`src/rtl/trs_pkg.sv`:
```
// Shared types and constants of the read receiver sequencer.
// No dependencies.
package trs_pkg;

    localparam int MAX_PAYLOAD  = 512;
    localparam int QUEUE_DEPTH  = 4;
    localparam int QPTR_W       = $clog2(QUEUE_DEPTH);
    localparam int QCNT_W       = $clog2(QUEUE_DEPTH + 1);

    localparam logic [9:0]  HEADER_BYTES  = 10'd4;
    localparam logic [16:0] MAX_PAYLOAD_W = 17'(MAX_PAYLOAD);
    localparam logic [15:0] OP_DATA       = 16'd3;
    localparam logic [15:0] OP_ERROR      = 16'd5;

    typedef enum logic [1:0] {
        ACT_START   = 2'd0,
        ACT_PACKET  = 2'd1,
        ACT_TIMEOUT = 2'd2,
        ACT_UNUSED  = 2'd3
    } trs_action_t;

    typedef enum logic [2:0] {
        ST_RUNNING    = 3'd0,
        ST_COMPLETE   = 3'd1,
        ST_TIMEOUT    = 3'd2,
        ST_SHORT      = 3'd3,
        ST_SERVER_ERR = 3'd4,
        ST_IDLE       = 3'd5
    } trs_status_t;

    typedef enum logic [2:0] {
        KIND_NOP     = 3'd0,
        KIND_START   = 3'd1,
        KIND_TIMEOUT = 3'd2,
        KIND_SHORT   = 3'd3,
        KIND_ERROR   = 3'd4,
        KIND_DATA    = 3'd5
    } trs_kind_t;

    // Classified event passed from front to back
    typedef struct packed {
        trs_kind_t   kind;
        logic [15:0] block;
        logic [9:0]  payload_len;  // already capped at MAX_PAYLOAD
        logic        full;         // payload reached MAX_PAYLOAD
    } trs_item_t;

endpackage

```
`src/rtl/trs_front.sv`:
```
// Front end: accepts input transactions and classifies each event.
// Depends on trs_pkg.
module trs_front (
    input  logic              s_tvalid,
    output logic              s_tready,
    input  logic [47:0]       s_tdata,  // packet_length[9:0], packet_opcode[25:10],
                                        // packet_block[41:26], zero fill
    input  logic [1:0]        s_tuser,  // action[1:0]
    input  logic              q_full,
    output logic              push,
    output trs_pkg::trs_item_t push_item
);
    import trs_pkg::*;

    trs_action_t  act;
    logic [9:0]   plen;
    logic [15:0]  opcode;
    logic [9:0]   raw_payload;
    logic [16:0]  payload_ext;
    logic         full;

    assign act    = trs_action_t'(s_tuser);
    assign plen   = s_tdata[9:0];
    assign opcode = s_tdata[25:10];

    assign raw_payload = plen - HEADER_BYTES;
    assign payload_ext = {7'd0, raw_payload};
    assign full        = (payload_ext >= MAX_PAYLOAD_W);

    assign s_tready = !q_full;
    assign push     = s_tvalid && s_tready;

    always_comb
    begin
        push_item.block       = s_tdata[41:26];
        push_item.full        = full;
        push_item.payload_len = full ? MAX_PAYLOAD_W[9:0] : raw_payload;
        unique case (act)
            ACT_START:   push_item.kind = KIND_START;
            ACT_TIMEOUT: push_item.kind = KIND_TIMEOUT;
            ACT_PACKET:
            begin
                priority if (plen < HEADER_BYTES) push_item.kind = KIND_SHORT;
                else if (opcode == OP_ERROR)      push_item.kind = KIND_ERROR;
                else if (opcode == OP_DATA)       push_item.kind = KIND_DATA;
                else                              push_item.kind = KIND_NOP;
            end
            default:     push_item.kind = KIND_NOP;
        endcase
    end

endmodule

```
`src/rtl/trs_queue.sv`:
```
// Short FIFO of classified events between front and back.
// Depends on trs_pkg.
module trs_queue (
    input  logic               clk,
    input  logic               rst_n,
    input  logic               push,
    input  trs_pkg::trs_item_t push_item,
    output logic               full,
    input  logic               pop,
    output logic               valid,
    output trs_pkg::trs_item_t pop_item
);
    import trs_pkg::*;

    trs_item_t            mem_reg [QUEUE_DEPTH];
    logic [QPTR_W-1:0]    wr_ptr_reg, wr_ptr_next;
    logic [QPTR_W-1:0]    rd_ptr_reg, rd_ptr_next;
    logic [QCNT_W-1:0]    count_reg, count_next;
    logic                 do_pop;

    assign full     = (count_reg == QCNT_W'(QUEUE_DEPTH));
    assign valid    = (count_reg != '0);
    assign pop_item = mem_reg[rd_ptr_reg];
    assign do_pop   = pop && valid;

    always_comb
    begin
        wr_ptr_next = push   ? QPTR_W'(wr_ptr_reg + 1'b1) : wr_ptr_reg;
        rd_ptr_next = do_pop ? QPTR_W'(rd_ptr_reg + 1'b1) : rd_ptr_reg;
        count_next  = count_reg;
        if (push && !do_pop)
            count_next = count_reg + 1'b1;
        else if (!push && do_pop)
            count_next = count_reg - 1'b1;
    end

    always_ff @(posedge clk or negedge rst_n)
    begin
        if (!rst_n)
        begin
            wr_ptr_reg <= '0;
            rd_ptr_reg <= '0;
            count_reg  <= '0;
        end
        else
        begin
            wr_ptr_reg <= wr_ptr_next;
            rd_ptr_reg <= rd_ptr_next;
            count_reg  <= count_next;
        end
    end

    always_ff @(posedge clk)
    begin
        if (push)
            mem_reg[wr_ptr_reg] <= push_item;
    end

endmodule

```
`src/rtl/trs_back.sv`:
```
// Back end: block sequencing state and the registered result stage.
// Depends on trs_pkg.
module trs_back (
    input  logic               clk,
    input  logic               rst_n,
    input  logic               q_valid,
    input  trs_pkg::trs_item_t q_item,
    output logic               pop,
    output logic               m_tvalid,
    input  logic               m_tready,
    output logic [31:0]        m_tdata   // write_payload[0], payload_length[10:1],
                                         // ack_req[11], ack_num[27:12],
                                         // status[30:28], zero fill
);
    import trs_pkg::*;

    logic        active_reg, active_next;
    logic [15:0] exp_block_reg, exp_block_next;
    logic        out_valid_reg, out_valid_next;
    logic        wr_reg, wr_next;
    logic [9:0]  wlen_reg, wlen_next;
    logic        ack_reg, ack_next;
    logic [15:0] ackb_reg, ackb_next;
    trs_status_t status_reg, status_next;

    assign pop = q_valid && (!out_valid_reg || m_tready);

    always_comb
    begin
        active_next    = active_reg;
        exp_block_next = exp_block_reg;
        wr_next        = wr_reg;
        wlen_next      = wlen_reg;
        ack_next       = ack_reg;
        ackb_next      = ackb_reg;
        status_next    = status_reg;
        out_valid_next = out_valid_reg && !m_tready;

        if (pop)
        begin
            out_valid_next = 1'b1;
            wr_next        = 1'b0;
            wlen_next      = '0;
            ack_next       = 1'b0;
            ackb_next      = '0;
            status_next    = active_reg ? ST_RUNNING : ST_IDLE;
            unique case (q_item.kind)
                KIND_START:
                begin
                    exp_block_next = 16'd1;
                    active_next    = 1'b1;
                    status_next    = ST_RUNNING;
                end
                KIND_TIMEOUT:
                    if (active_reg)
                    begin
                        active_next = 1'b0;
                        status_next = ST_TIMEOUT;
                    end
                KIND_SHORT:
                    if (active_reg)
                    begin
                        active_next = 1'b0;
                        status_next = ST_SHORT;
                    end
                KIND_ERROR:
                    if (active_reg)
                    begin
                        active_next = 1'b0;
                        status_next = ST_SERVER_ERR;
                    end
                KIND_DATA:
                    if (active_reg)
                    begin
                        if (q_item.block == exp_block_reg)
                        begin
                            wr_next        = 1'b1;
                            wlen_next      = q_item.payload_len;
                            ack_next       = 1'b1;
                            ackb_next      = q_item.block;
                            exp_block_next = exp_block_reg + 16'd1;
                            // short final block closes the transfer
                            if (!q_item.full)
                            begin
                                active_next = 1'b0;
                                status_next = ST_COMPLETE;
                            end
                        end
                        else if (q_item.block < exp_block_reg)
                        begin
                            // duplicate: re-ack only
                            ack_next  = 1'b1;
                            ackb_next = q_item.block;
                        end
                    end
                default: ;
            endcase
        end
    end

    always_ff @(posedge clk or negedge rst_n)
    begin
        if (!rst_n)
        begin
            active_reg    <= 1'b0;
            exp_block_reg <= 16'd1;
            out_valid_reg <= 1'b0;
        end
        else
        begin
            active_reg    <= active_next;
            exp_block_reg <= exp_block_next;
            out_valid_reg <= out_valid_next;
        end
    end

    always_ff @(posedge clk)
    begin
        wr_reg     <= wr_next;
        wlen_reg   <= wlen_next;
        ack_reg    <= ack_next;
        ackb_reg   <= ackb_next;
        status_reg <= status_next;
    end

    assign m_tvalid = out_valid_reg;
    assign m_tdata  = {1'b0, status_reg, ackb_reg, ack_reg, wlen_reg, wr_reg};

endmodule

```
`src/rtl/tftp_read_receiver_sequencer.sv`:
```
// Top level of the read-transfer receive sequencer.
// Depends on trs_pkg, trs_front, trs_queue, trs_back.
//
//  channel   dir  tdata                                      tuser
//  s_axis    in   length, opcode, block (48 bits)            action (2 bits)
//  m_axis    out  write, payload len, ack, ack block, status  -
//
// One transaction per cycle sustained while m_tready holds; a result passes the
// 4-entry event queue (classified on entry), then the state/result register.
// The block-number compare against the expected-block register sets the path.
// Reset: asynchronous, transfer idle, expected block 1, queue empty.
// A stalled output fills the queue; s_tready drops only when it is full.
module tftp_read_receiver_sequencer (
    input  logic        clk,
    input  logic        rst_n,
    input  logic        s_tvalid,
    output logic        s_tready,
    input  logic [47:0] s_tdata,   // packet_length[9:0], packet_opcode[25:10],
                                   // packet_block[41:26], zero fill
    input  logic [1:0]  s_tuser,   // action[1:0]
    output logic        m_tvalid,
    input  logic        m_tready,
    output logic [31:0] m_tdata    // write_payload[0], payload_length[10:1],
                                   // ack_req[11], ack_num[27:12],
                                   // status[30:28], zero fill
);
    import trs_pkg::*;

    logic      push;
    trs_item_t push_item;
    logic      q_full;
    logic      pop;
    logic      q_valid;
    trs_item_t q_item;

    trs_front u_front (
        .s_tvalid  (s_tvalid),
        .s_tready  (s_tready),
        .s_tdata   (s_tdata),
        .s_tuser   (s_tuser),
        .q_full    (q_full),
        .push      (push),
        .push_item (push_item)
    );

    trs_queue u_queue (
        .clk       (clk),
        .rst_n     (rst_n),
        .push      (push),
        .push_item (push_item),
        .full      (q_full),
        .pop       (pop),
        .valid     (q_valid),
        .pop_item  (q_item)
    );

    trs_back u_back (
        .clk      (clk),
        .rst_n    (rst_n),
        .q_valid  (q_valid),
        .q_item   (q_item),
        .pop      (pop),
        .m_tvalid (m_tvalid),
        .m_tready (m_tready),
        .m_tdata  (m_tdata)
    );

endmodule

```
`config.mk`:
```
export PLATFORM = sky130hd
export DESIGN_NAME = tftp_read_receiver_sequencer
export DESIGN_NICKNAME = d
export VERILOG_FILES = /design/src/rtl/trs_pkg.sv /design/src/rtl/trs_front.sv /design/src/rtl/trs_queue.sv /design/src/rtl/trs_back.sv /design/src/rtl/tftp_read_receiver_sequencer.sv
export SDC_FILE = /design/constraint.sdc
export NUM_CORES = 1
export LEC_CHECK = 0
export ABC_AREA = 1
export BUFFER_PORTS_ARGS = -buffer_cell sky130_fd_sc_hd__buf_2
export CORE_ASPECT_RATIO = 1.5
export CORE_MARGIN = 5
export CORE_UTILIZATION = 61
export CTS_BUF_LIST = sky130_fd_sc_hd__clkbuf_4
export DETAILED_ROUTE_END_ITERATION = 6
export PLACE_DENSITY = 0.92
export SETUP_SLACK_MARGIN = 0.05
export SLEW_MARGIN = 25
export SYNTH_ARGS = -nofsm -noshare
export SYNTH_HDL_FRONTEND = slang
export SYNTH_SLANG_ARGS = --single-unit
export TNS_END_PERCENT = 1
```
`constraint.sdc`:
```
create_clock -name clk -period 3.2 [get_ports clk]
set_clock_uncertainty 0.1 [all_clocks]
set_input_delay 0.64 -clock clk [delete_from_list [all_inputs] [get_ports clk]]
set_output_delay 0.64 -clock clk [all_outputs]
set_load 0.01 [all_outputs]
```
==> impl_metrics.toml <==
[setup_path]
crit_path_end_kind = "flop"
r2r_start = "u_queue.rd_ptr_reg[1]"
r2r_setup_slack_ns = 0.18
worstReg2RegEnd = "u_back.exp_block_reg[11]"
ff2ff_path_depth = 13
critPathMostFrequentCell = "nand2_1"
critPathKind = "flop to flop"
setup.worst_path.start_class = "flop"
cp_slowest_cell = "dfrtp_1"
crit_fanout = 25
slowest_delay_ns = 0.41
path_cells = "inv_1 -> buf_4 -> a21oi_1 -> a32oi_1 -> ha_1 -> nand2_1 -> nor2_1 -> nand2_1 -> nor2_2 -> nand2_1 -> a21oi_4 -> nand2_1 -> o21ai_0"
required_ns = 3.57
crit_arrival_ns = 3.39

[yosys]
synth_top_area_share_pct = 55.8
yosysSeqAreaShare_pct = 63.7
synth-seq-cells = 172
synth_area_leaders = "edfxtp_1 56%, nand2_1 7.7%, dfrtp_1 7.6%"
synthTopCellsByCount = "162 x nand2_1, 147 x edfxtp_1, 106 x nor2_1, 63 x inv_1, 40 x a21oi_1"
yosysTopAreaCell = "edfxtp_1"
synthCells = 735
synth_nets = 813
syn_avg_cell_area_um2 = 10.8
yosysMostFrequentCell = "nand2_1"
synth-edff-count = 147
ys.flop_type = "edfxtp_1"
async_flop_share_pct = 14.5
yosysWarningCount = 0
syn_area_mm2 = 0.00792
synth.distinct_cells = 40

[pwr]
power.density_mw_per_mm2 = 852
ir_drop_mv = 0.528
p_leak_nw = 3.53

[hold_path]
hold_end = "u_queue.mem_reg[1][23]"
worstHoldStart = "s_tdata[38]"
hold_path_class = "input port to flop"
hold_depth = 1

[outcome]
run_status = "complete, no violations"

[sta]
worst_slew_pin_slew_ns = 0.631
rsz0062_at_grt = "false"
max_clock_freq_ghz = 0.332
setup_tns_ns = 0
finalSetupViolCount = 0
relSlewSlack_pct = 57.9
min_period_over_period_pct = 94.2
hold_violations = 0
drv_slew = 0
min_period_ns = 3.02

[place]
place_area_mm2 = 0.00845
post-dp-hpwl_mm = 11.3
post-place-cells = 959
port_buffers = 80
place_congestion = 0.957

[layout]
ff_latch_area_mm2 = 0.00504
largest_reg_flops = 116
final_layout_size_suffix_gt1_share_pct = 19.3
utilization_pct = 68.2
fin_cells = 992
fillers = 892
multi_input_area_mm2 = 0.00249
finalInstanceArea_mm2 = 0.00879
nets = 898
area_growth_pct = 11.0
antenna_cells = 0

[global_route]
grt_max_degree = 44
antenna_found_initial = 1
globalRouteOverflowTotal = 0
grt_usage_pct = 23.2
first_global_vias = 5711
grt_pass1_wl_mm = 27.2

[run]
cap_viol_max_count = 0

[floorplan]
fp.dieW_um = 103
initial_core_util_pct = 61.4
io_pins = 88
rows = 51
fp.dieArea_mm2 = 0.0154
die_h_um = 150
coreArea_mm2 = 0.0129

[routing]
routedWlPerCell_um = 17.3
drt_iter0_drc = 509
num_vias = 5687
routed_wl_mm = 17.2
drc = 0
antenna_left = 0
vias_per_cell = 5.73
drt-pass1-iter-count = 5

[clock_network]
clk_root_buffer_cell = "clkbuf_4"
cts_tree = "done"
postCtsSetupRepairBufs = 0
cts.sinks = 172
h-tree-depth = 4
clkLatencyLatePin_ns = 0.56
clk_pin_slew_worst_paths_ns = 0.16
cts_buffers = 17
clk_path_buf_depth = 2
==> critical path, delay by kind of cell (launching register included) <==
family          cells  cell delay (ns)
compound gates      4             0.96
fa+ha+maj           1             0.25
buf+inv             2             0.38
flops               1             0.41
simple gates        6             0.85
==> worst max-delay path by stage <==
stage                          start                        to  slack, ns  depth (start not counted)
2_1_floorplan               m_tready      u_queue.count_reg[1]       0.09                          7
3_3_place_gp   u_queue.rd_ptr_reg[0]  u_back.exp_block_reg[14]       0.27                         13
3_5_place_dp   u_queue.rd_ptr_reg[0]  u_back.exp_block_reg[15]       0.14                         12
4_1_cts        u_queue.rd_ptr_reg[0]  u_back.exp_block_reg[15]       0.08                         12
5_1_grt        u_queue.rd_ptr_reg[0]   u_back.exp_block_reg[8]       0.09                         12
6_report       u_queue.rd_ptr_reg[1]  u_back.exp_block_reg[11]       0.18                         13
==> logic make-up after synthesis <==
kind of cell,synth area share (%)
AOI/OAI and AO/OA,7.75
xor gates and xnor gates,1.88
adders and majority gates,3.89
buffers and inverters,5.31
DFF,63.7
muxes,0.142
other,0.0474
and+or+nand+nor,17.3
==> stage by stage <==
step,setup WS (ns),hold WS [ns],power [mW]
final,0.184,0.190,7.48
after global routing,0.0869,0.144,7.97
after CTS,0.0824,0.177,7.41
after detailed placement,0.138,0.402,6.14
after global placement,0.268,0.384,5.94
after floorplan,0.0921,0.244,5.34
==> layer usage <==
metal / up-vias / GRT usage, % / part of all wire, %
li1: 2668 / - / -
met1: 2693 / 25.9 / 34
met2: 262 / 42.3 / 56
met3: 62 / 4.99 / 6.5
met4: 2 / 8.68 / 3.1
met5: - / 0 / 0.041
==> layout by cell type, fill, tap and decap left out, drive strengths merged, types with 2 or more instances in the layout <==
| master | instances |
|---|---|
| inv | 71 |
| a32oi | 15 |
| ha | 23 |
| o21ai | 41 |
| xnor2 | 2 |
| or2 | 3 |
| nand3 | 28 |
| clkinvlp | 4 |
| a21oi | 42 |
| nand4 | 4 |
| nand2 | 169 |
| xor2 | 15 |
| buf | 93 |
| clkinv | 3 |
| nor2 | 112 |
| nor3 | 8 |
| clkbuf | 17 |
| edfxtp | 147 |
| dfrtp | 24 |
==> where the power goes <==
| part | total [mW] | switching, mW | internal [mW] |
|---|---|---|---|
| Clock | 1.26 | 0.832 | 0.428 |
| Combinational | 3.00 | 2.05 | 0.957 |
| Sequential | 3.22 | 0.206 | 3.01 |
| Total | 7.48 | 3.09 | 4.40 |
==> cell type report <==
class	count	area share, %
clock buffers	17	1.45
inverters	64	2.79
repair buffers	94	5.82
flip-flops and latches	172	57.4
multi-input cells	471	28.3
clock inverters	15	1.99
well taps	159	2.26
==> what timing repair did <==
action,in CTS,in global routing
hold buffers,1,0
endpoints found under the hold margin,14,0
setup endpoints to repair,0,13
resized for setup,0,4
No activity file was read; power rests on OpenSTA's default activity.
